--- config.mk ---
export PLATFORM = sky130hd
export DESIGN_NAME = lbe_edge_detect
export DESIGN_NICKNAME = d
export VERILOG_FILES = /design/src/rtl/lbe_pkg.sv /design/src/rtl/lbe_edge_detect.sv
export SDC_FILE = /design/constraint.sdc
export NUM_CORES = 1
export LEC_CHECK = 0
export BUFFER_PORTS_ARGS = -buffer_cell sky130_fd_sc_hd__buf_2
export CAP_MARGIN = 20
export CORE_UTILIZATION = 52
export DETAILED_ROUTE_END_ITERATION = 10
export PLACE_DENSITY = 0.93
export SLEW_MARGIN = 20
export SYNTH_ARGS = -nofsm -noshare
export SYNTH_HDL_FRONTEND = slang
export SYNTH_SLANG_ARGS = --single-unit
export TNS_END_PERCENT = 100
--- constraint.sdc ---
create_clock -name clock -period 8.1 [get_ports clock]
set_input_delay 0.405 -clock clock [delete_from_list [all_inputs] [get_ports clock]]
set_output_delay 0.405 -clock clock [all_outputs]
set_load 0.01 [all_outputs]
--- src/rtl/lbe_pkg.sv ---
// Shared constants and types for the label boundary eraser.
`default_nettype none
package lbe_pkg;

   localparam int MAX_ROW_LENGTH_DEF = 1024;
   localparam int LABEL_WIDTH_DEF    = 32;

   localparam int PIXEL_W    = 32;
   localparam int CSR_INDEX_W = 2;
   localparam int CSR_DATA_W  = 16;
   localparam int ROW_LEN_W   = 11;
   localparam int ROW_CNT_W   = 16;

   localparam logic [ROW_LEN_W-1:0] ROW_LENGTH_RESET = 11'd1024;
   localparam logic [ROW_CNT_W-1:0] ROW_COUNT_RESET  = 16'd1024;

   typedef enum logic [CSR_INDEX_W-1:0] {
      CSR_ROW_LENGTH = 2'd0,
      CSR_ROW_COUNT  = 2'd1
   } csr_index_type;

   // position of the request within the frame
   typedef struct packed {
      logic produce;     // a row above exists, so a result leaves
      logic up_valid;    // two rows above exist
      logic col_first;
      logic col_last;
      logic frame_last;
      logic blank;       // request lies below the slice
   } step_flags_type;

endpackage
`default_nettype wire

--- src/rtl/lbe_edge_detect.sv ---
// Neighbour compare and result register of the label boundary eraser.
`default_nettype none
module lbe_edge_detect #(
   parameter int LABEL_WIDTH = lbe_pkg::LABEL_WIDTH_DEF
) (
   input  wire                          clock,
   input  wire                          reset,
   input  wire                          s1_valid,
   input  lbe_pkg::step_flags_type      s1_flags,
   input  wire  [LABEL_WIDTH-1:0]       s1_below,
   input  wire  [LABEL_WIDTH-1:0]       s1_centre,
   input  wire  [LABEL_WIDTH-1:0]       s1_right,
   input  wire  [LABEL_WIDTH-1:0]       s1_up,
   output logic                         move,
   output logic                         rsp_valid,
   input  wire                          rsp_stall,
   output logic [lbe_pkg::PIXEL_W-1:0]  rsp_cleaned_label,
   output logic                         rsp_touched,
   output logic                         rsp_frame_last
);
   import lbe_pkg::*;

   logic                   rsp_valid_ff, rsp_valid_in;
   logic [PIXEL_W-1:0]     label_ff;
   logic                   touched_ff, last_ff;
   logic [LABEL_WIDTH-1:0] prev_centre_ff;
   logic [LABEL_WIDTH-1:0] up, left, right;
   logic                   out_free, hit;

   function automatic logic differs(input logic [LABEL_WIDTH-1:0] centre,
                                    input logic [LABEL_WIDTH-1:0] other);
      return (other != '0) && (other != centre);
   endfunction

   assign out_free = !rsp_valid_ff || !rsp_stall;
   assign move     = s1_valid && out_free;

   // left neighbour is the centre of the previous request in the row
   assign up    = s1_flags.up_valid  ? s1_up          : '0;
   assign left  = s1_flags.col_first ? '0             : prev_centre_ff;
   assign right = s1_flags.col_last  ? '0             : s1_right;
   assign hit   = (s1_centre != '0) &&
                  (differs(s1_centre, up) || differs(s1_centre, left) ||
                   differs(s1_centre, right) || differs(s1_centre, s1_below));

   assign rsp_valid_in = out_free ? (move && s1_flags.produce) : rsp_valid_ff;

   always_ff @(posedge clock) begin
      if (reset) begin
         rsp_valid_ff <= 1'b0;
      end else begin
         rsp_valid_ff <= rsp_valid_in;
      end
   end

   always_ff @(posedge clock) begin
      if (move) begin
         prev_centre_ff <= s1_centre;
         label_ff       <= hit ? '0 : PIXEL_W'(s1_centre);
         touched_ff     <= hit;
         last_ff        <= s1_flags.frame_last;
      end
   end

   assign rsp_valid         = rsp_valid_ff;
   assign rsp_cleaned_label = label_ff;
   assign rsp_touched       = touched_ff;
   assign rsp_frame_last    = last_ff;

endmodule
`default_nettype wire

==> summary.md, run 1 <==
| Metric | Value |
|---|---|
| Outcome | `completed` |
| Switching share of total power | `0.299` |
| Postcts setup bufs | `0` |
| Clk buf depth | `2` |
| Hold Path Cell Cnt | `2` |
| Detail Route Antenna Nets | `0` |
| Slew HR | `0.449` |
| Share of the synthesized area in the top cell type | `0.378` |
| Root Driver | `clkbuf_8` |
| Initial Util | `0.536` |
| HP Class | `in -> reg` |
| Worst-path clk slew | `0.07 ns` |
| Fmax | `374 MHz` |
| Row count | `36` |
| Die Span Y | `102 um` |
| Ports | `174` |
| H-tree Lvls | `3` |
| Pre-CTS setup slack | `5.21 ns` |
| Post-DP HPWL | `13300 um` |
| Slew @ Worst Pin | `0.824 ns` |
| Clock sink count | `67` |
| Vias | `5342` |
| Total Wirelength | `17400 um` |
| TritonCTS clock tree | `done` |
| Internal cell power | `612 uW` |
| Synth Warn # | `0` |
| GR Util All Layers | `0.334` |
| Static Leak | `2.47 nW` |
| Clock insertion delay at the later pin of the skew report | `0.36 ns` |
| Post-Syn Nets | `705` |
| Vias per std cell | `6.33` |
| Vias in the first global route | `4850` |
| CP Launch Type | `flop` |
| NetSw | `261 uW` |
| Count of cell types in the netlist | `33` |
| Flop pwr share | `0.470` |
| Crit. End Element | `flop` |
| Final setup vio count | `0` |
| Crit share post-route | `0.330` |
| Comb power frac | `0.238` |
| Initial antenna violation count | `0` |
| Pwr dens | `140 nW/um^2` |
| Hold buffers post-CTS | `0` |
| Kind of critical path | `reg -> reg` |
| Fin nets | `844` |
| Slew Viols, Final | `0` |
| Final GP Congestion | `0.962` |
| Final instance area | `6240 um^2` |
| Pwr Total | `873 uW` |
| Clk pwr share | `0.292` |
| Util after Layout | `0.639` |
| Post-synth top area cell | `edfxtp_1` |
| Core area | `9770 um^2` |
| Port buffer count | `172` |
| Die area | `10500 um^2` |
| Arrival @ worst endpoint | `2.88 ns` |
| TNS Setup | `0 ns` |
| Min cycle time layout | `2.67 ns` |
| Max_cap viols | `0` |
| Critical Path RT | `8.31 ns` |
| Mean post-synth cell area | `9.24 um^2` |
| Area grow syn2layout | `19.2%` |
| Post-CTS Resized | `0` |
| Grt ovf | `0` |
| Clock skew | `0.00926 ns` |
| Maximum fanout along the worst path | `18` |
| RSZ-0062 raised after global routing | `false` |
| Synthesized flop and latch total | `67` |
| CTS buffer count | `9` |
| Fin. Hold Viols | `0` |
| Drt initial violations | `503` |
| Final WS setup | `5.43 ns` |
| Top area cells in the synthesized netlist | `edfxtp_1 (38%), xnor2_1 (7.7%), o21ai_0 (7.6%)` |
| Register area share after synthesis | `0.382` |
| Largest net degree at the start of global routing | `45` |
| Die Wd | `102 um` |
| First-pass iteration count of the detailed router | `6` |
| Worst R2R Path Depth | `8` |
| VDD IR-drop max | `0.0000845 V` |
| First-pass GRT wire length | `25600 um` |
| ANT cells | `0` |
| Wire length per cell | `20.6 um` |
| Synth Instances | `567` |
| Placed instance area | `6070 um^2` |
| Area of the mapped netlist | `5240 um^2` |
| DRC errors left | `0` |
| Share of layout cells above drive strength 1 | `0.294` |
critical path: stages, from the launching register on:
cell      delay, ns
edfxtp_1       0.41
and4bb_1       0.29
a31oi_1        0.05
o21ai_0        0.25
nand4_1        0.17
o41ai_2        0.45
nand4_2        0.41
buf_4          0.38
nor2_1         0.12
registers in the layout, indices dropped and copies added (netlist names):
name	count
rsp_touched	1
rsp_valid	1
rsp_frame_last	1
prev_centre_ff	32
rsp_cleaned_label	32
cell usage in the layout (no fill, tap or decap), types with 2 or more instances in the layout:
master / n
xor2_1: 34
nand4b_1: 2
nor3_1: 2
and4bb_1: 18
clkbuf_1: 3
buf_2: 172
nand3_1: 2
inv_1: 24
xnor2_1: 46
clkbuf_8: 11
buf_4: 2
nand4_1: 24
a31oi_1: 32
nor2_1: 75
nor4bb_1: 25
a21oi_1: 2
and4bb_2: 3
edfxtp_1: 66
a21boi_1: 6
a31o_2: 14
o22ai_1: 3
o41ai_2: 2
nor4_1: 36
o21ai_0: 80
a22oi_1: 15
cell families (layout without fill, tap and decap cells):
logic type | after synthesis | after routing | share of synthesized area
AND/OR/NAND/NOR | 191 | 191 | 0.236
AO/OA/AOI/OAI | 159 | 159 | 0.188
XOR/XNOR | 80 | 80 | 0.134
buffers and inverters | 70 | 214 | 0.0599
flip-flops | 67 | 67 | 0.382
worst paths after layout:
check | endpoint | from | slack [ns]
worst max register to register | rsp_cleaned_label[24]$_SDFFCE_PP0P_ | prev_centre_ff[3]$_DFFE_PP_ | 5.43
worst max-delay path | rsp_cleaned_label[24]$_SDFFCE_PP0P_ | prev_centre_ff[3]$_DFFE_PP_ | 5.43
worst min register to register | rsp_valid$_SDFFE_PP0N_ | rsp_valid$_SDFFE_PP0N_ | 0.60
worst min-delay path | rsp_valid$_SDFFE_PP0N_ | reset | 0.20
power by group through the flow:
stage | combinational [mW] | clock [mW] | sequential (mW)
floorplan | 0.114 | 0 | 0.423
finish | 0.208 | 0.255 | 0.410
global route | 0.224 | 0.270 | 0.412
CTS | 0.205 | 0.257 | 0.410
detailed placement | 0.204 | 0 | 0.417
global placement | 0.198 | 0 | 0.416
per-stage QoR:
stage	cells	hold WS, ns
after floorplan	567	0.477
after global placement	828	0.564
after detailed placement	828	0.570
after CTS	844	0.193
after global routing	844	0.200
final	844	0.201
synthesized netlist by cell type (all sizes together):
cell / instances
o22ai: 3
a21oi: 2
nor2: 75
xnor2: 46
inv: 24
o41ai: 2
a21boi: 9
dfxtp: 1
edfxtp: 66
a31oi: 32
clkbuf: 10
a22oi: 15
buf: 36
and4bb: 21
nor3: 2
nand4b: 2
a41o: 1
nand3: 2
or3: 1
a31o: 14
nor4: 36
xor2: 34
nand4: 25
and2: 1
o21ai: 81
or2: 1
nor4bb: 25
routing by layer:
metal / wire, um / share of wire / vias to the layer above / global-route usage
li1: - / - / 2448 / -
met1: 6860 / 0.39 / 2472 / 0.430
met2: 8140 / 0.47 / 375 / 0.558
met3: 1880 / 0.11 / 47 / 0.0568
met4: 506 / 0.029 / 0 / 0.133
met5: 0 / 0 / - / 0
final cells by class:
cell class / instances / area, um^2
fillers: 847 / 3530
multi-input cells: 430 / 2930
flip-flops and latches: 67 / 2000
repair buffers: 174 / 876
well taps: 133 / 166
clock buffers: 14 / 163
inverters: 24 / 90.1
clock inverters: 2 / 12.5
Note: power is estimated with default switching activity, not from simulation.
==> run 2, diff against run 1 <==
--- a/config.mk
+++ b/config.mk
@@ -5,6 +5,7 @@
 export SDC_FILE = /design/constraint.sdc
 export NUM_CORES = 1
 export LEC_CHECK = 0
+export ABC_AREA = 1
 export BUFFER_PORTS_ARGS = -buffer_cell sky130_fd_sc_hd__buf_2
 export CAP_MARGIN = 20
 export CORE_UTILIZATION = 52
==> constraint.sdc (replaced) <==
create_clock -name clock -period 2.6 [get_ports clock]
set_input_delay 0.13 -clock clock [delete_from_list [all_inputs] [get_ports clock]]
set_output_delay 0.13 -clock clock [all_outputs]
set_load 0.01 [all_outputs]
==> summary.md, run 2 <==
| Metric | Value |
|---|---|
| Top Layer Used | `met4` |
| Switching share of total power | `0.305` |
| DRC errors left | `0` |
| Die Span Y | `104 um` |
| Clk buf depth | `2` |
| Wire length per cell | `15.1 um` |
| Crit-path max cell delay | `0.49 ns` |
| Arrival @ worst endpoint | `2.30 ns` |
| Kind of critical path | `reg -> reg` |
| Postcts setup bufs | `0` |
| Internal cell power | `1.97 mW` |
| CP Launch Type | `flop` |
| Post-synthesis simple-gate area fraction | `0.465` |
| Clock sink count | `67` |
| TNS Setup | `0 ns` |
| Slew @ Worst Pin | `0.643 ns` |
| TritonCTS clock tree | `done` |
| Final WS setup | `0.403 ns` |
| Top area cells in the synthesized netlist | `edfxtp_1 (37%), nand2_1 (22%), nand3_1 (9.0%)` |
| Drt initial violations | `532` |
| Final setup vio count | `0` |
| Worst-path clk slew | `0.08 ns` |
| VDD IR-drop max | `0.000265 V` |
| Mean post-synth cell area | `6.81 um^2` |
| Max_cap viols | `0` |
| H-tree Lvls | `3` |
| Pwr Total | `2.83 mW` |
| Clk pwr share | `0.315` |
| Synthesized flop and latch total | `67` |
| Clock skew | `0.0101 ns` |
| Area of the mapped netlist | `5360 um^2` |
| Fin. Hold Viols | `0` |
| Count leader, synth | `nand2_1` |
| Commonest non-fill, non-tap cell in the layout | `nand2_1` |
| Largest family of logic cells by synthesized area | `simple AND/OR/NAND/NOR gates` |
| Post-CTS Resized | `0` |
| Synth Instances | `788` |
| Most frequent cells in the layout | `nand2_1 (309), buf_2 (172), nand3_1 (96), nor2_1 (73), edfxtp_1 (66)` |
| M1 WL | `6760 um` |
| Largest net degree at the start of global routing | `68` |
| Final GP Congestion | `0.949` |
| Static Leak | `3.19 nW` |
| Vias per std cell | `5.51` |
| Post-Syn Nets | `926` |
| First-pass GRT wire length | `26600 um` |
| Post-synth EDFFs | `66` |
| Hold buffers post-CTS | `2` |
| Ys async rst share | `0` |
| Ports | `174` |
| Fin nets | `1093` |
| Slew HR | `0.570` |
| Crit-path slowest cell | `nor2_4` |
| Core area | `9860 um^2` |
| Share of layout cells above drive strength 1 | `0.250` |
| Post-Synth XOR/XNOR Area | `0.0474` |
| Slew Viols, Final | `0` |
| Top_reg_cell synth | `edfxtp_1` |
| Initial Util | `0.544` |
| Post-DP HPWL | `12500 um` |
| Met2 Wirelength | `7310 um` |
| Crit-path cells | `inv_1 -> o21ai_0 -> nand2_1 -> nand2_1 -> nor2_1 -> nand2_1 -> nor2_1 -> nand2_1 -> nand2_1 -> nand2_1 -> nor2_2 -> nor2_4 -> buf_12 -> nor2_2` |
| Initial antenna violation count | `0` |
| RSZ-0062 raised after global routing | `false` |
| Post-synth top area cell | `edfxtp_1` |
| Mux share of post-synthesis cell area | `0` |
| Area grow syn2layout | `21.4%` |
| Share of the synthesized area in the top cell type | `0.370` |
| Root Driver | `clkbuf_8` |
| Synth Area in Compound Gates | `0.0252` |
| Synth Warn # | `0` |
| Vias | `6023` |
| Crit. End Element | `flop` |
| Min cycle time layout | `2.20 ns` |
| Critical Path RT | `2.70 ns` |
| Total Wirelength | `16500 um` |
| Maximum fanout along the worst path | `17` |
| Outcome | `completed` |
| Die area | `10700 um^2` |
| # fillers | `858` |
| Worst path most repeated cell | `nand2_1` |
| NetSw | `863 uW` |
| Register area share after synthesis | `0.373` |
| Synth Area in Adders | `0` |
| CTS buffer count | `9` |
| Port buffer count | `172` |
| Row count | `36` |
| Flop pwr share | `0.446` |
| ANT cells | `0` |
| GR Util All Layers | `0.315` |
| Pre-CTS setup slack | `0.184 ns` |
| Grt ovf | `0` |
| First-pass iteration count of the detailed router | `5` |
| Pwr dens | `435 nW/um^2` |
| Vias in the first global route | `5643` |
| Detail Route Antenna Nets | `0` |
| Comb power frac | `0.238` |
| Clock insertion delay at the later pin of the skew report | `0.35 ns` |
| Met3 wire len | `1960 um` |
| HP Class | `in -> reg` |
| Count of cell types in the netlist | `24` |
| Die Wd | `104 um` |
| Fmax | `455 MHz` |
| Crit share post-route | `0.845` |
| Most frequent cells after synthesis | `nand2_1 (309), nand3_1 (96), nor2_1 (73)` |
run 2: cell types whose count changed after synthesis, sizes merged, moves of 26 or more:
cell / previous run / this run
nand2: 0 / 310
nand3: 2 / 96
o21ai: 81 / 26
inv: 24 / 66
a31oi: 32 / 0
nor2: 75 / 104
xnor2: 46 / 20
run 2: worst paths after layout:
path                                      from                                   to  slack (ns)  depth (start not counted)
setup / recovery  prev_centre_ff[28]$_DFFE_PP_  rsp_cleaned_label[17]$_SDFFCE_PP0P_        0.40                         14
hold / removal                        s1_valid               rsp_valid$_SDFFE_PP0N_        0.02                          3
hold reg to reg         rsp_valid$_SDFFE_PP0N_               rsp_valid$_SDFFE_PP0N_        0.47                          2
setup reg to reg  prev_centre_ff[28]$_DFFE_PP_  rsp_cleaned_label[17]$_SDFFCE_PP0P_        0.40                         14
run 2: metrics by stage:
stage | std cells | hold WS [ns] | utilization | area [um^2]
6_report | 1093 | 0.0161 | 0.660 | 6510
5_1_grt | 1093 | 0.0135 | 0.660 | 6510
4_1_cts | 1093 | 0.0113 | 0.660 | 6510
3_5_place_dp | 1075 | 0.288 | 0.639 | 6300
3_3_place_gp | 1075 | 0.287 | 0.639 | 6300
2_1_floorplan | 788 | 0.199 | - | 5360
run 2: per-layer routing:
layer | track usage | vias to the layer above
met5 | 0 | -
met4 | 0.125 | 0
met3 | 0.0761 | 36
met2 | 0.495 | 385
met1 | 0.416 | 2698
li1 | - | 2904
run 2: layout make-up:
type / instances / area, um^2 / share of cell area
clock buffers: 13 / 149 / 0.0229
clock inverters: 3 / 40.0 / 0.00615
inverters: 66 / 253 / 0.0388
multi-input cells: 627 / 2880 / 0.443
flip-flops and latches: 67 / 2000 / 0.307
well taps: 133 / 166 / 0.0256
repair buffers: 184 / 1020 / 0.156
run 2: worst max-delay path, delay by kind of cell (launching register included):
family / cells / cell delay, ns
AND/OR/NAND/NOR: 11 / 1.07
flip-flops: 1 / 0.39
buffers and inverters: 2 / 0.32
AO/OA/AOI/OAI: 1 / 0.15
run 2: cell families after synthesis:
logic type | count (synthesis)
AOI/OAI and AO/OA | 27
xor gates and xnor gates | 29
buffers and inverters | 94
DFF | 67
and+or+nand+nor | 571
run 2: power by group through the flow:
stage          Sequential (mW)  Combinational, mW  Clock (mW)
2_1_floorplan             1.30              0.379           0
3_3_place_gp              1.28              0.642           0
3_5_place_dp              1.29              0.657           0
4_1_cts                   1.26              0.664       0.888
5_1_grt                   1.27              0.752       0.937
6_report                  1.26              0.675       0.892
