--- src/rtl/lbe_pkg.sv ---
// Shared constants and types for the label boundary eraser.
`default_nettype none
package lbe_pkg;

   localparam int MAX_ROW_LENGTH_DEF = 1024;
   localparam int LABEL_WIDTH_DEF    = 32;

   localparam int PIXEL_W    = 32;
   localparam int CSR_INDEX_W = 2;
   localparam int CSR_DATA_W  = 16;
   localparam int ROW_LEN_W   = 11;
   localparam int ROW_CNT_W   = 16;

   localparam logic [ROW_LEN_W-1:0] ROW_LENGTH_RESET = 11'd1024;
   localparam logic [ROW_CNT_W-1:0] ROW_COUNT_RESET  = 16'd1024;

   typedef enum logic [CSR_INDEX_W-1:0] {
      CSR_ROW_LENGTH = 2'd0,
      CSR_ROW_COUNT  = 2'd1
   } csr_index_type;

   // position of the request within the frame
   typedef struct packed {
      logic produce;     // a row above exists, so a result leaves
      logic up_valid;    // two rows above exist
      logic col_first;
      logic col_last;
      logic frame_last;
      logic blank;       // request lies below the slice
   } step_flags_type;

endpackage
`default_nettype wire

--- src/rtl/lbe_frame_ctrl.sv ---
// Register file and column/row counters of the label boundary eraser.
`default_nettype none
module lbe_frame_ctrl #(
   parameter int MAX_ROW_LENGTH = lbe_pkg::MAX_ROW_LENGTH_DEF
) (
   input  wire                                clock,
   input  wire                                reset,
   input  wire                                accept,
   input  wire                                csr_valid,
   output logic                               csr_ready,
   input  wire  [lbe_pkg::CSR_INDEX_W-1:0]    csr_index,
   input  wire  [lbe_pkg::CSR_DATA_W-1:0]     csr_wdata,
   output logic [$clog2(MAX_ROW_LENGTH)-1:0]  col,
   output logic [$clog2(MAX_ROW_LENGTH)-1:0]  col_next,
   output lbe_pkg::step_flags_type            flags
);
   import lbe_pkg::*;

   localparam int CW = $clog2(MAX_ROW_LENGTH);
   localparam int LW = CW + 1;

   logic [ROW_LEN_W-1:0] row_length_ff;
   logic [ROW_CNT_W-1:0] row_count_ff;
   logic [CW-1:0]        col_ff, col_in;
   logic [ROW_CNT_W-1:0] row_ff, row_in;
   logic [LW-1:0]        len;
   logic [ROW_CNT_W-1:0] rows;
   logic [ROW_CNT_W:0]   row_inc;
   logic                 csr_hit;
   logic                 col_last;

   assign csr_ready = 1'b1;
   assign csr_hit   = csr_valid && (csr_index == CSR_ROW_LENGTH || csr_index == CSR_ROW_COUNT);

   // zero length acts as one, oversize as the line buffer depth
   always_comb begin
      if (row_length_ff == '0) begin
         len = LW'(1);
      end else if (32'(row_length_ff) > 32'(MAX_ROW_LENGTH)) begin
         len = LW'(MAX_ROW_LENGTH);
      end else begin
         len = LW'(row_length_ff);
      end
      rows = (row_count_ff == '0) ? ROW_CNT_W'(1) : row_count_ff;
   end

   assign col_last = (LW'(col_ff) + LW'(1)) == len;
   assign row_inc  = {1'b0, row_ff} + (ROW_CNT_W+1)'(1);
   assign col      = col_ff;
   assign col_next = col_last ? '0 : col_ff + CW'(1);

   always_comb begin
      flags.produce    = row_ff != '0;
      flags.up_valid   = row_ff >= ROW_CNT_W'(2);
      flags.col_first  = col_ff == '0;
      flags.col_last   = col_last;
      flags.frame_last = (row_ff == rows) && col_last;
      flags.blank      = row_ff >= rows;
   end

   always_comb begin
      col_in = col_ff;
      row_in = row_ff;
      if (csr_hit) begin
         col_in = '0;
         row_in = '0;
      end else if (accept) begin
         col_in = col_next;
         if (col_last) begin
            row_in = (row_inc > {1'b0, rows}) ? '0 : row_inc[ROW_CNT_W-1:0];
         end
      end
   end

   always_ff @(posedge clock) begin
      if (reset) begin
         row_length_ff <= ROW_LENGTH_RESET;
         row_count_ff  <= ROW_COUNT_RESET;
         col_ff        <= '0;
         row_ff        <= '0;
      end else begin
         col_ff <= col_in;
         row_ff <= row_in;
         if (csr_valid && csr_index == CSR_ROW_LENGTH) begin
            row_length_ff <= csr_wdata[ROW_LEN_W-1:0];
         end
         if (csr_valid && csr_index == CSR_ROW_COUNT) begin
            row_count_ff <= csr_wdata[ROW_CNT_W-1:0];
         end
      end
   end

endmodule
`default_nettype wire

--- config.mk ---
export PLATFORM = sky130hd
export DESIGN_NAME = lbe_frame_ctrl
export DESIGN_NICKNAME = d
export VERILOG_FILES = /design/src/rtl/lbe_pkg.sv /design/src/rtl/lbe_frame_ctrl.sv
export SDC_FILE = /design/constraint.sdc
export NUM_CORES = 1
export LEC_CHECK = 0
export ABC_AREA = 1
export BUFFER_PORTS_ARGS = -buffer_cell sky130_fd_sc_hd__buf_2
export CAP_MARGIN = 20
export CORE_MARGIN = 5
export CORE_UTILIZATION = 53
export DETAILED_ROUTE_END_ITERATION = 8
export PLACE_DENSITY = 0.86
export SLEW_MARGIN = 10
export SYNTH_ARGS = -nofsm -noshare
export SYNTH_HDL_FRONTEND = slang
export SYNTH_SLANG_ARGS = --single-unit
--- constraint.sdc ---
create_clock -name clock -period 7.65 [get_ports clock]
set_input_delay 0.3825 -clock clock [delete_from_list [all_inputs] [get_ports clock]]
set_output_delay 0.3825 -clock clock [all_outputs]
set_load 0.01 [all_outputs]
==> flow_metrics.py, run 1 <==
metrics = {
    "sta": {
        "slew_violations": 0,
        "skew_ps": 9.53,
        "fin_crit_ps": 3170,
        "rsz0062_at_grt": "no",
        "tns_ps": 0,
        "fin_crit_sh": 0.415,
        "relSlewSlack": 0.353,
        "tightest_slew_ps": 968,
        "finalSetupViolCount": 0,
        "max_freq_ghz": 0.315,
        "hold_violations": 0,
    },
    "run": {
        "maxCapViolCount": 0,
    },
    "layout": {
        "utilization": 0.588,
        "final_cell_area_um2": 4200,
        "n_fill_cell": 683,
        "final_layout_size_suffix_gt1_frac": 0.131,
        "final_nets": 661,
        "area_growth_pct": 9.90,
        "n_antenna_cell": 0,
    },
    "clock_tree": {
        "post_cts_resized": 0,
        "clk_pin_slew_ps": 100,
        "cts_tree": "yes",
        "postCtsSetupBuffers": 0,
        "clock-root-buffer": "clkbuf_8",
        "clk_latency_ps": 310,
        "cts-buffers-inserted": 5,
        "clock-sinks": 53,
        "clock_tree.htree_level_count": 2,
        "holdBufCountCts": 0,
        "ctsLongestPathBuffers": 2,
    },
    "place": {
        "routabilityCongestion": 0.968,
        "io_buffer_count": 47,
        "postPlaceCellArea_um2": 4080,
        "hpwl_mm": 7.44,
    },
    "grt": {
        "overflow": 0,
        "grt_pass1_wl_mm": 15.9,
        "grt_max_degree": 32,
        "grt_util_all_layers": 0.220,
        "antenna_found_initial": 0,
        "grt_pass1_vias": 3456,
    },
    "floorplanning": {
        "core.rowCount": 31,
        "die_height_um": 94.9,
        "dieArea_um2": 9000,
        "core_area_um2": 7140,
        "start_util": 0.535,
        "io_pins": 49,
        "die_w_um": 94.9,
    },
    "synth": {
        "synth_area_um2": 3820,
        "ys_dominant_reg_cell": "dfxtp_1",
        "netlist_instances": 566,
        "synth_top_area_share": 0.278,
        "synth_nets": 625,
        "synth.distinct_cells": 39,
        "seq_area_frac_synth": 0.278,
        "yosys_warnings": 0,
        "synthTopCellsByArea": "dfxtp_1, ha_1, nand2_1",
        "synth_top_area_cell": "dfxtp_1",
        "ys_top_cells_by_count": "nand2_1, nor2_1, inv_1",
        "syn_avg_cell_area_um2": 6.75,
        "synth_seq_cells": 53,
        "synthArstFlopShare": 0,
        "synth.most_common_cell": "nand2_1",
        "synth-edff-count": 0,
    },
    "pwr": {
        "p_comb_frac": 0.179,
        "internal_power_uw": 433,
        "switching_power_uw": 178,
        "pwr-share-seq": 0.486,
        "p_per_area_nw_per_um2": 146,
        "swShare": 0.292,
        "clkPwrFrac": 0.335,
        "vdd_ir_drop_max_mv": 0.107,
        "cellLeakagePower_nw": 2.07,
    },
    "route": {
        "via_per_inst": 5.43,
        "vias": 3813,
        "drt_pre_antenna_iters": 5,
        "post_drt_wl_per_cell_um": 13.6,
        "routed_wl_mm": 9.55,
        "drc": 0,
        "ant_nets": 0,
        "drt_iter0_markers": 271,
    },
    "worst_setup_path": {
        "critPathRequiredTime_ps": 7270,
        "path_class": "reg -> out",
        "critical_path.endpoint_type": "output port",
        "cp_max_fo": 4,
        "arrival_ps": 2790,
        "cp-start-kind": "flip-flop",
    },
    "outcome": {
        "status": "completed",
    },
    "hold_path": {
        "hp-class": "in -> reg",
    },
}
[sequential cells by signal, indices dropped and copies added, names as in the netlist]
name	flops
row_count_ff	16
row_length_ff	11
row_ff	16
col	10
[critical path, cell delays in order, from the launching register on]
cell and delay, ps:
dfxtp_1 310, inv_1 120, nand4_1 170, o41ai_1 570, ha_1 240, nand4_1 110
or4_1 510, nor2_1 270, buf_2 200
[final timing paths]
| check | from | to | slack [ps] | cells past startpoint |
|---|---|---|---|---|
| worst max-delay path | row_count_ff[6]$_SDFFE_PP0P_ | flags[1] | 4480 | 8 |
| worst min-delay path | csr_wdata[3] | row_length_ff[3]$_SDFFE_PP0P_ | 310 | 3 |
| worst max register to register | row_ff[1]$_SDFFE_PP0P_ | row_ff[3]$_SDFFE_PP0P_ | 4540 | 19 |
| worst min register to register | row_count_ff[10]$_SDFFE_PP1P_ | row_count_ff[10]$_SDFFE_PP1P_ | 470 | 2 |
[metrics by stage]
step | instances | power (mW) | setup WS, ps | hold WS, ps
3_5_place_dp | 694 | 0.411 | 4620 | 442
6_report | 702 | 0.611 | 4480 | 308
3_3_place_gp | 694 | 0.407 | 4660 | 442
5_1_grt | 702 | 0.640 | 4230 | 308
4_1_cts | 702 | 0.613 | 4530 | 305
2_1_floorplan | 566 | 0.378 | 5000 | 429
[area by class of cell]
cell class / instances / area (µm²) / area share
Clock buffer: 6 / 82.6 / 0.0197
Sequential cell: 53 / 1060 / 0.253
Tap cell: 99 / 124 / 0.0295
Clock inverter: 2 / 37.5 / 0.00894
Timing Repair Buffer: 48 / 243 / 0.0578
Multi-Input combinational cell: 429 / 2400 / 0.573
Inverter: 65 / 244 / 0.0581
[kinds of logic (layout without fill, tap and decap cells)]
| kind of cell | Yosys count | count (layout) | synth area share |
|---|---|---|---|
| adders and majority gates | 37 | 37 | 0.121 |
| buffers and inverters | 84 | 121 | 0.0924 |
| AOI/OAI and AO/OA | 101 | 101 | 0.140 |
| DFF | 53 | 53 | 0.278 |
| and+or+nand+nor | 274 | 274 | 0.331 |
| other | 1 | 1 | 0.000982 |
| xor gates and xnor gates | 16 | 16 | 0.0367 |
[power groups by stage]
| stage | Clock, mW | Sequential [mW] | Combinational, mW |
|---|---|---|---|
| 2_1_floorplan | 0 | 0.301 | 0.0777 |
| 3_3_place_gp | 0 | 0.303 | 0.104 |
| 3_5_place_dp | 0 | 0.303 | 0.108 |
| 4_1_cts | 0.207 | 0.297 | 0.109 |
| 5_1_grt | 0.219 | 0.299 | 0.123 |
| 6_report | 0.204 | 0.297 | 0.110 |
[layer usage]
metal  global-route usage  up-vias  part of all wire  wire length [µm]
met2                0.355      136              0.46              4360
met5                    0        -                 0                 0
met4               0.0565        0             0.018               171
li1                     -     1933                 -                 -
met1                0.307     1731              0.46              4400
met3               0.0295       13             0.065               618
[layout by cell type, fill, tap and decap left out, drive strengths merged]
cell      count
xnor2         6
bufinv        1
o21ai        39
xor2         10
clkbuf        6
nand3b        7
o41ai         1
nor4          3
nand4        17
a31oi         2
clkinv        1
inv          64
nand3        34
nor2         77
or4           1
nor3b         1
clkinvlp      1
conb          1
a21oi        51
nor3          8
buf          48
a21o          1
o21bai        1
ha           37
o211ai        3
o31ai         1
o21a          2
dfxtp        53
nand2       126
Note: power is estimated with default switching activity, not from simulation.
==> inputs of run 2 (changes only) <==
ABC_AREA = 0   (was 1)
PLACE_DENSITY = 0.89   (was 0.86)
clock period = 2.7 ns   (was 7.65 ns; I/O delays follow)
==> run 2 against run 1 <==
  * The flow now finishes with violations (setup timing)
  * Sequential cell count did not move
  * Clock skew rose by 6.4 ps
  * Clock power grew to 2.6 times the previous value
  * Combinational power rose to 2.8 times the previous value
  * Count of clock-buffer cells in the layout decreased by 1
  * Final area grew 31%
  * Non-clock buffer count rose by 100
  * Critical path depth is 5 higher
  * Power rose to 2.7 times the previous value
  * Core utilization rose by 17 points
  * Critical endpoint is now row_ff[3]$_SDFFE_PP0P_
  * Highest routed layer unchanged
==> flow_metrics.py, run 2 <==
metrics = {
    "outcome": {
        "status": "finished, violations left",
        "violations": "setup timing",
    },
    "hold_path": {
        "hold_start": "csr_wdata[10]",
        "hp-class": "in -> reg",
    },
    "sta": {
        "max_freq_ghz": 0.294,
        "finalSetupViolCount": 39,
        "skew_ps": 16.0,
        "fin_ws_ps": -697,
        "rsz0062_at_grt": "yes",
        "fin_crit_sh": 1.26,
        "fin_crit_ps": 3400,
        "hold_violations": 0,
        "tightest_slew_ps": 1050,
        "relSlewSlack": 0.298,
        "slew_violations": 0,
    },
    "pwr": {
        "p_per_area_nw_per_um2": 302,
        "fin_total_pwr_mw": 1.66,
        "clkPwrFrac": 0.322,
        "switching_power_uw": 540,
        "cellLeakagePower_nw": 2.33,
        "p_comb_frac": 0.186,
        "internal_power_mw": 1.12,
        "swShare": 0.325,
        "pwr-share-seq": 0.493,
        "vdd_ir_drop_max_mv": 0.369,
    },
    "place": {
        "placed_cells": 694,
        "routabilityCongestion": 0.995,
        "io_buffer_count": 47,
        "hpwl_mm": 9.32,
    },
    "layout": {
        "layout_commonest_cell": "buf_4",
        "utilization": 0.758,
        "stdcell_count": 716,
        "reg.largest.list": "row_count_ff (16), row_ff (16), row_length_ff (11)",
        "final_nets": 675,
        "final_layout_size_suffix_gt1_frac": 0.386,
        "final_cell_mix": "buf_4, nand2_1, buf_2",
        "n_fill_cell": 399,
        "area_growth_pct": 39.4,
        "n_antenna_cell": 0,
    },
    "grt": {
        "grt_max_degree": 30,
        "overflow": 0,
        "grt_pass1_vias": 4543,
        "antenna_found_initial": 0,
        "grt_util_all_layers": 0.305,
        "grt_pass1_wl_mm": 22.1,
    },
    "worst_setup_path": {
        "arrival_ps": 3630,
        "timing.rr.start": "col[0]$_SDFFE_PP0P_",
        "cp_max_fo": 11,
        "rrSetupSlack_ps": -700,
        "critPathLaunch": "col[0]$_SDFFE_PP0P_",
        "path_class": "reg -> reg",
        "critPathRequiredTime_ps": 2930,
        "critical_path.endpoint_type": "flip-flop",
        "cp-start-kind": "flip-flop",
    },
    "route": {
        "drc": 0,
        "drt_iter0_markers": 784,
        "post_drt_wl_per_cell_um": 23.4,
        "vias": 5001,
        "routed_wl_mm": 16.8,
        "ant_nets": 0,
        "drt_pre_antenna_iters": 6,
        "via_per_inst": 6.98,
    },
    "floorplanning": {
        "io_pins": 49,
        "die_height_um": 96.3,
        "core_area_um2": 7250,
        "core.rowCount": 31,
        "die_w_um": 96.3,
        "start_util": 0.544,
        "dieArea_um2": 9260,
    },
    "run": {
        "maxCapViolCount": 0,
    },
    "synth": {
        "ys_dominant_reg_cell": "dfxtp_1",
        "synth_seq_cells": 53,
        "synth_area_um2": 3940,
        "synth_top_area_cell": "dfxtp_1",
        "synth_top_area_share": 0.269,
        "synthArstFlopShare": 0,
        "yosys_warnings": 0,
        "ys_top_cells_by_count": "dfxtp_1, nand2_1, nor2_1",
        "synth_nets": 551,
        "synth-edff-count": 0,
        "syn_avg_cell_area_um2": 8.01,
        "netlist_instances": 492,
        "synth.distinct_cells": 61,
        "seq_area_frac_synth": 0.269,
        "synthTopCellsByArea": "dfxtp_1, ha_1, nand2_1",
    },
    "clock_tree": {
        "ctsLongestPathBuffers": 2,
        "clock-root-buffer": "clkbuf_8",
        "clock_tree.htree_level_count": 2,
        "clk_pin_slew_ps": 130,
        "holdBufCountCts": 0,
        "cts-buffers-inserted": 5,
        "clk_latency_ps": 340,
        "clock-sinks": 53,
        "cts_tree": "yes",
    },
}
-- run 2: cell count changes in the layout (fill, tap and decap cells not counted), sizes merged, moves of 10 or more --
cell and delta:
buf +100, nand2 -73, inv -37, nor2 -30, o21ai -27, a21oi -24
nand3 -16, a21o +12, mux2i +11, a32o +10, xnor2 +10
-- run 2: repair_timing --
action | in CTS | in global routing
gates resized for setup | 36 | 47
setup buffers | 7 | 6
hold endpoints to repair | 0 | 0
pin swaps | 19 | 18
gates cloned | 2 | 0
setup endpoints to repair | 39 | 39
-- run 2: power by group through the flow --
stage | sequential (mW) | clock (mW) | combinational [mW]
global route | 0.818 | 0.548 | 0.324
finish | 0.818 | 0.535 | 0.308
CTS | 0.813 | 0.506 | 0.260
floorplan | 0.826 | 0 | 0.149
global placement | 0.827 | 0 | 0.230
detailed placement | 0.829 | 0 | 0.241
-- run 2: cell families after synthesis --
| logic type | share of synthesized area |
|---|---|
| simple gates | 0.275 |
| compound gates | 0.178 |
| buf+inv | 0.0606 |
| flops | 0.269 |
| fa+ha+maj | 0.117 |
| xor+xnor | 0.0708 |
| mux | 0.0279 |
| other cells | 0.000951 |
-- run 2: path summary, 6_finish.rpt --
kind,end,cells after the start
setup / recovery,row_ff[3]$_SDFFE_PP0P_,13
hold / removal,row_count_ff[10]$_SDFFE_PP1P_,2
setup reg to reg,row_ff[3]$_SDFFE_PP0P_,13
hold reg to reg,row_count_ff[12]$_SDFFE_PP0P_,2
-- run 2: area by class of cell --
class	instances	area (µm²)	share of cell area
Clock inverter	3	28.8	0.00524
Clock buffer	5	68.8	0.0125
Sequential cell	53	1090	0.199
Tap cell	99	124	0.0225
Inverter	24	90.1	0.0164
Multi-Input combinational cell	384	3000	0.547
Timing Repair Buffer	148	1080	0.197
-- run 2: per-stage QoR --
step	TNS (ps)	instance area (µm²)	hold WS [ps]	worst slack [ps]
final	-20590	5500	34.9	-697
after CTS	-11220	5250	39.0	-552
after global routing	-24010	5500	44.1	-820
after floorplan	-7180	4100	253	-536
after global placement	-5900	4920	362	-419
after detailed placement	-9830	4920	369	-621
-- run 2: layer usage --
metal | GRT usage | vias to the layer above | routed length, µm
li1 | - | 2036 | -
met1 | 0.365 | 2266 | 5610
met2 | 0.507 | 516 | 7560
met3 | 0.0594 | 183 | 2160
met4 | 0.171 | 0 | 1450
met5 | 0 | - | 0
-- run 2: worst max-delay path, stage by stage, from the launching register on --
cell and delay, ps:
dfxtp_4 410, buf_8 150, inv_1 80, ha_1 340, inv_1 100, and2_1 140
o211ai_1 130, a221oi_2 280, o211ai_1 220, buf_4 190, or4_4 570, buf_4 220
a21o_1 190, a32o_1 250
==> inputs of run 3 (changes only) <==
PLACE_DENSITY = 0.77   (was 0.89)
clock period = 2.8 ns   (was 2.7 ns; I/O delays follow)
==> run 3 against run 2 <==
  * The flow still finishes with violations (setup timing)
  * Power fell by 6.3%
  * Sequential cell count unchanged
  * Fmax grew 6.0%
  * Hold slack worse by 8.9 ps
  * Combinational power is 12% lower
  * Clock power fell by 6.4%
  * Core utilization shrank 1.4 points
  * First-iteration DRC count down 56%
  * Worst setup slack gained 290 ps
  * Global-route usage is 0.56 points lower
  * Non-clock buffer count decreased by 5
  * Critical path type unchanged
  * Critical endpoint is now row_ff[4]$_SDFFE_PP0P_
==> flow_metrics.py, run 3 (synthesis results as in run 2) <==
metrics = {
    "outcome": {
        "status": "finished, violations left",
        "violations": "setup timing",
    },
    "worst_setup_path": {
        "cp-start-kind": "flip-flop",
        "path_class": "reg -> reg",
        "critical_path.endpoint_type": "flip-flop",
        "cp_max_fo": 7,
        "critPathRequiredTime_ps": 3030,
        "arrival_ps": 3430,
    },
    "sta": {
        "relSlewSlack": 0.306,
        "fin_ws_ps": -405,
        "finalSetupViolCount": 38,
        "fin_crit_ps": 3210,
        "skew_ps": 11.6,
        "hold_violations": 0,
        "fin_crit_sh": 1.14,
        "slew_violations": 0,
        "max_freq_ghz": 0.312,
        "tightest_slew_ps": 1040,
        "rsz0062_at_grt": "yes",
    },
    "route": {
        "vias": 4420,
        "via_per_inst": 6.21,
        "drt_pre_antenna_iters": 5,
        "ant_nets": 0,
        "drc": 0,
        "drt_iter0_markers": 348,
        "routed_wl_mm": 13.2,
        "post_drt_wl_per_cell_um": 18.5,
    },
    "floorplanning": {
        "dieArea_um2": 9260,
        "start_util": 0.544,
        "io_pins": 49,
        "die_w_um": 96.3,
        "die_height_um": 96.3,
        "core_area_um2": 7250,
        "core.rowCount": 31,
    },
    "grt": {
        "grt_pass1_vias": 4396,
        "grt_util_all_layers": 0.299,
        "antenna_found_initial": 0,
        "grt_pass1_wl_mm": 21.4,
        "grt_max_degree": 30,
        "overflow": 0,
    },
    "place": {
        "routabilityCongestion": 0.941,
        "io_buffer_count": 47,
        "placed_cells": 684,
        "hpwl_mm": 8.98,
    },
    "clock_tree": {
        "clk_pin_slew_ps": 110,
        "clk_latency_ps": 340,
        "clock-sinks": 53,
        "holdBufCountCts": 0,
        "cts-buffers-inserted": 5,
        "ctsLongestPathBuffers": 2,
        "clock-root-buffer": "clkbuf_8",
        "clock_tree.htree_level_count": 2,
        "cts_tree": "yes",
    },
    "layout": {
        "stdcell_count": 712,
        "final_layout_size_suffix_gt1_frac": 0.354,
        "utilization": 0.744,
        "area_growth_pct": 36.8,
        "n_antenna_cell": 0,
        "final_nets": 671,
        "layout_commonest_cell": "buf_4",
        "final_cell_mix": "buf_4, nand2_1, buf_2",
        "reg.largest.list": "row_count_ff (16), row_ff (16), row_length_ff (11)",
    },
    "run": {
        "maxCapViolCount": 0,
    },
    "pwr": {
        "cellLeakagePower_nw": 2.29,
        "p_per_area_nw_per_um2": 289,
        "vdd_ir_drop_max_mv": 0.300,
    },
    "hold_path": {
        "hp-class": "in -> reg",
    },
}
[run 3: changes by cell type in the layout (fill, tap and decap cells not counted), sizes merged]
cell	before	now
buf	148	143
inv	27	26
clkinv	0	1
or4	4	5
[run 3: layout make-up]
class | count | area [µm²]
multi-input cells | 385 | 2990
fillers | 517 | 1860
flip-flops and latches | 53 | 1080
repair buffers | 143 | 1020
well taps | 99 | 124
inverters | 24 | 90.1
clock buffers | 5 | 68.8
clock inverters | 3 | 28.8
[run 3: timing repair]
item	4_1_cts	5_1_grt
resized for setup	51	18
pin swaps	20	6
gates cloned	3	0
setup endpoints to repair	33	39
setup buffers	14	3
[run 3: report_power, final]
part	internal, mW	switching [mW]	total, mW
combinational	0.118	0.153	0.270
sequential	0.768	0.0175	0.786
clock	0.188	0.313	0.501
total	1.07	0.483	1.56
[run 3: critical path, stage by stage, from the launching register on]
cell and delay, ps:
dfxtp_4 380, ha_4 130, and3_4 200, nand3_4 90, nor2_4 120, and3_4 210
nand3_4 80, or2_4 250, xnor2_1 130, ha_1 300, nand4_1 70, nor2_1 130
a31oi_1 120, nand3_1 140, o21ai_2 90, a41oi_4 330, nand3_4 130, o41ai_2 200
[run 3: path summary, 6_finish.rpt]
check / from / end / slack, ps / cells after the start
worst max-delay path: row_ff[1]$_SDFFE_PP0P_ / row_ff[4]$_SDFFE_PP0P_ / -410 / 17
worst min-delay path: csr_wdata[10] / row_count_ff[10]$_SDFFE_PP1P_ / 30 / 2
worst max register to register: row_ff[1]$_SDFFE_PP0P_ / row_ff[4]$_SDFFE_PP0P_ / -410 / 17
worst min register to register: row_count_ff[0]$_SDFFE_PP0P_ / row_count_ff[0]$_SDFFE_PP0P_ / 480 / 2
[run 3: per-stage QoR]
step	power [mW]	hold slack, ps	worst slack (ps)	setup TNS (ps)	instance area, µm²
after global routing	1.62	25.5	-570	-14030	5400
after detailed placement	1.03	376	-453	-5730	4840
after floorplan	0.940	258	-436	-5580	4050
final	1.56	26.0	-405	-9700	5400
after global placement	1.02	371	-335	-4060	4840
after CTS	1.53	32.9	-336	-6970	5290
[run 3: routing by layer]
layer  global-route usage  up-vias  share of wire
met3               0.0625       47          0.079
met2                0.500      235           0.49
met5                    0        -              0
met1                0.362     2109           0.41
met4                0.148        0          0.029
li1                     -     2029              -
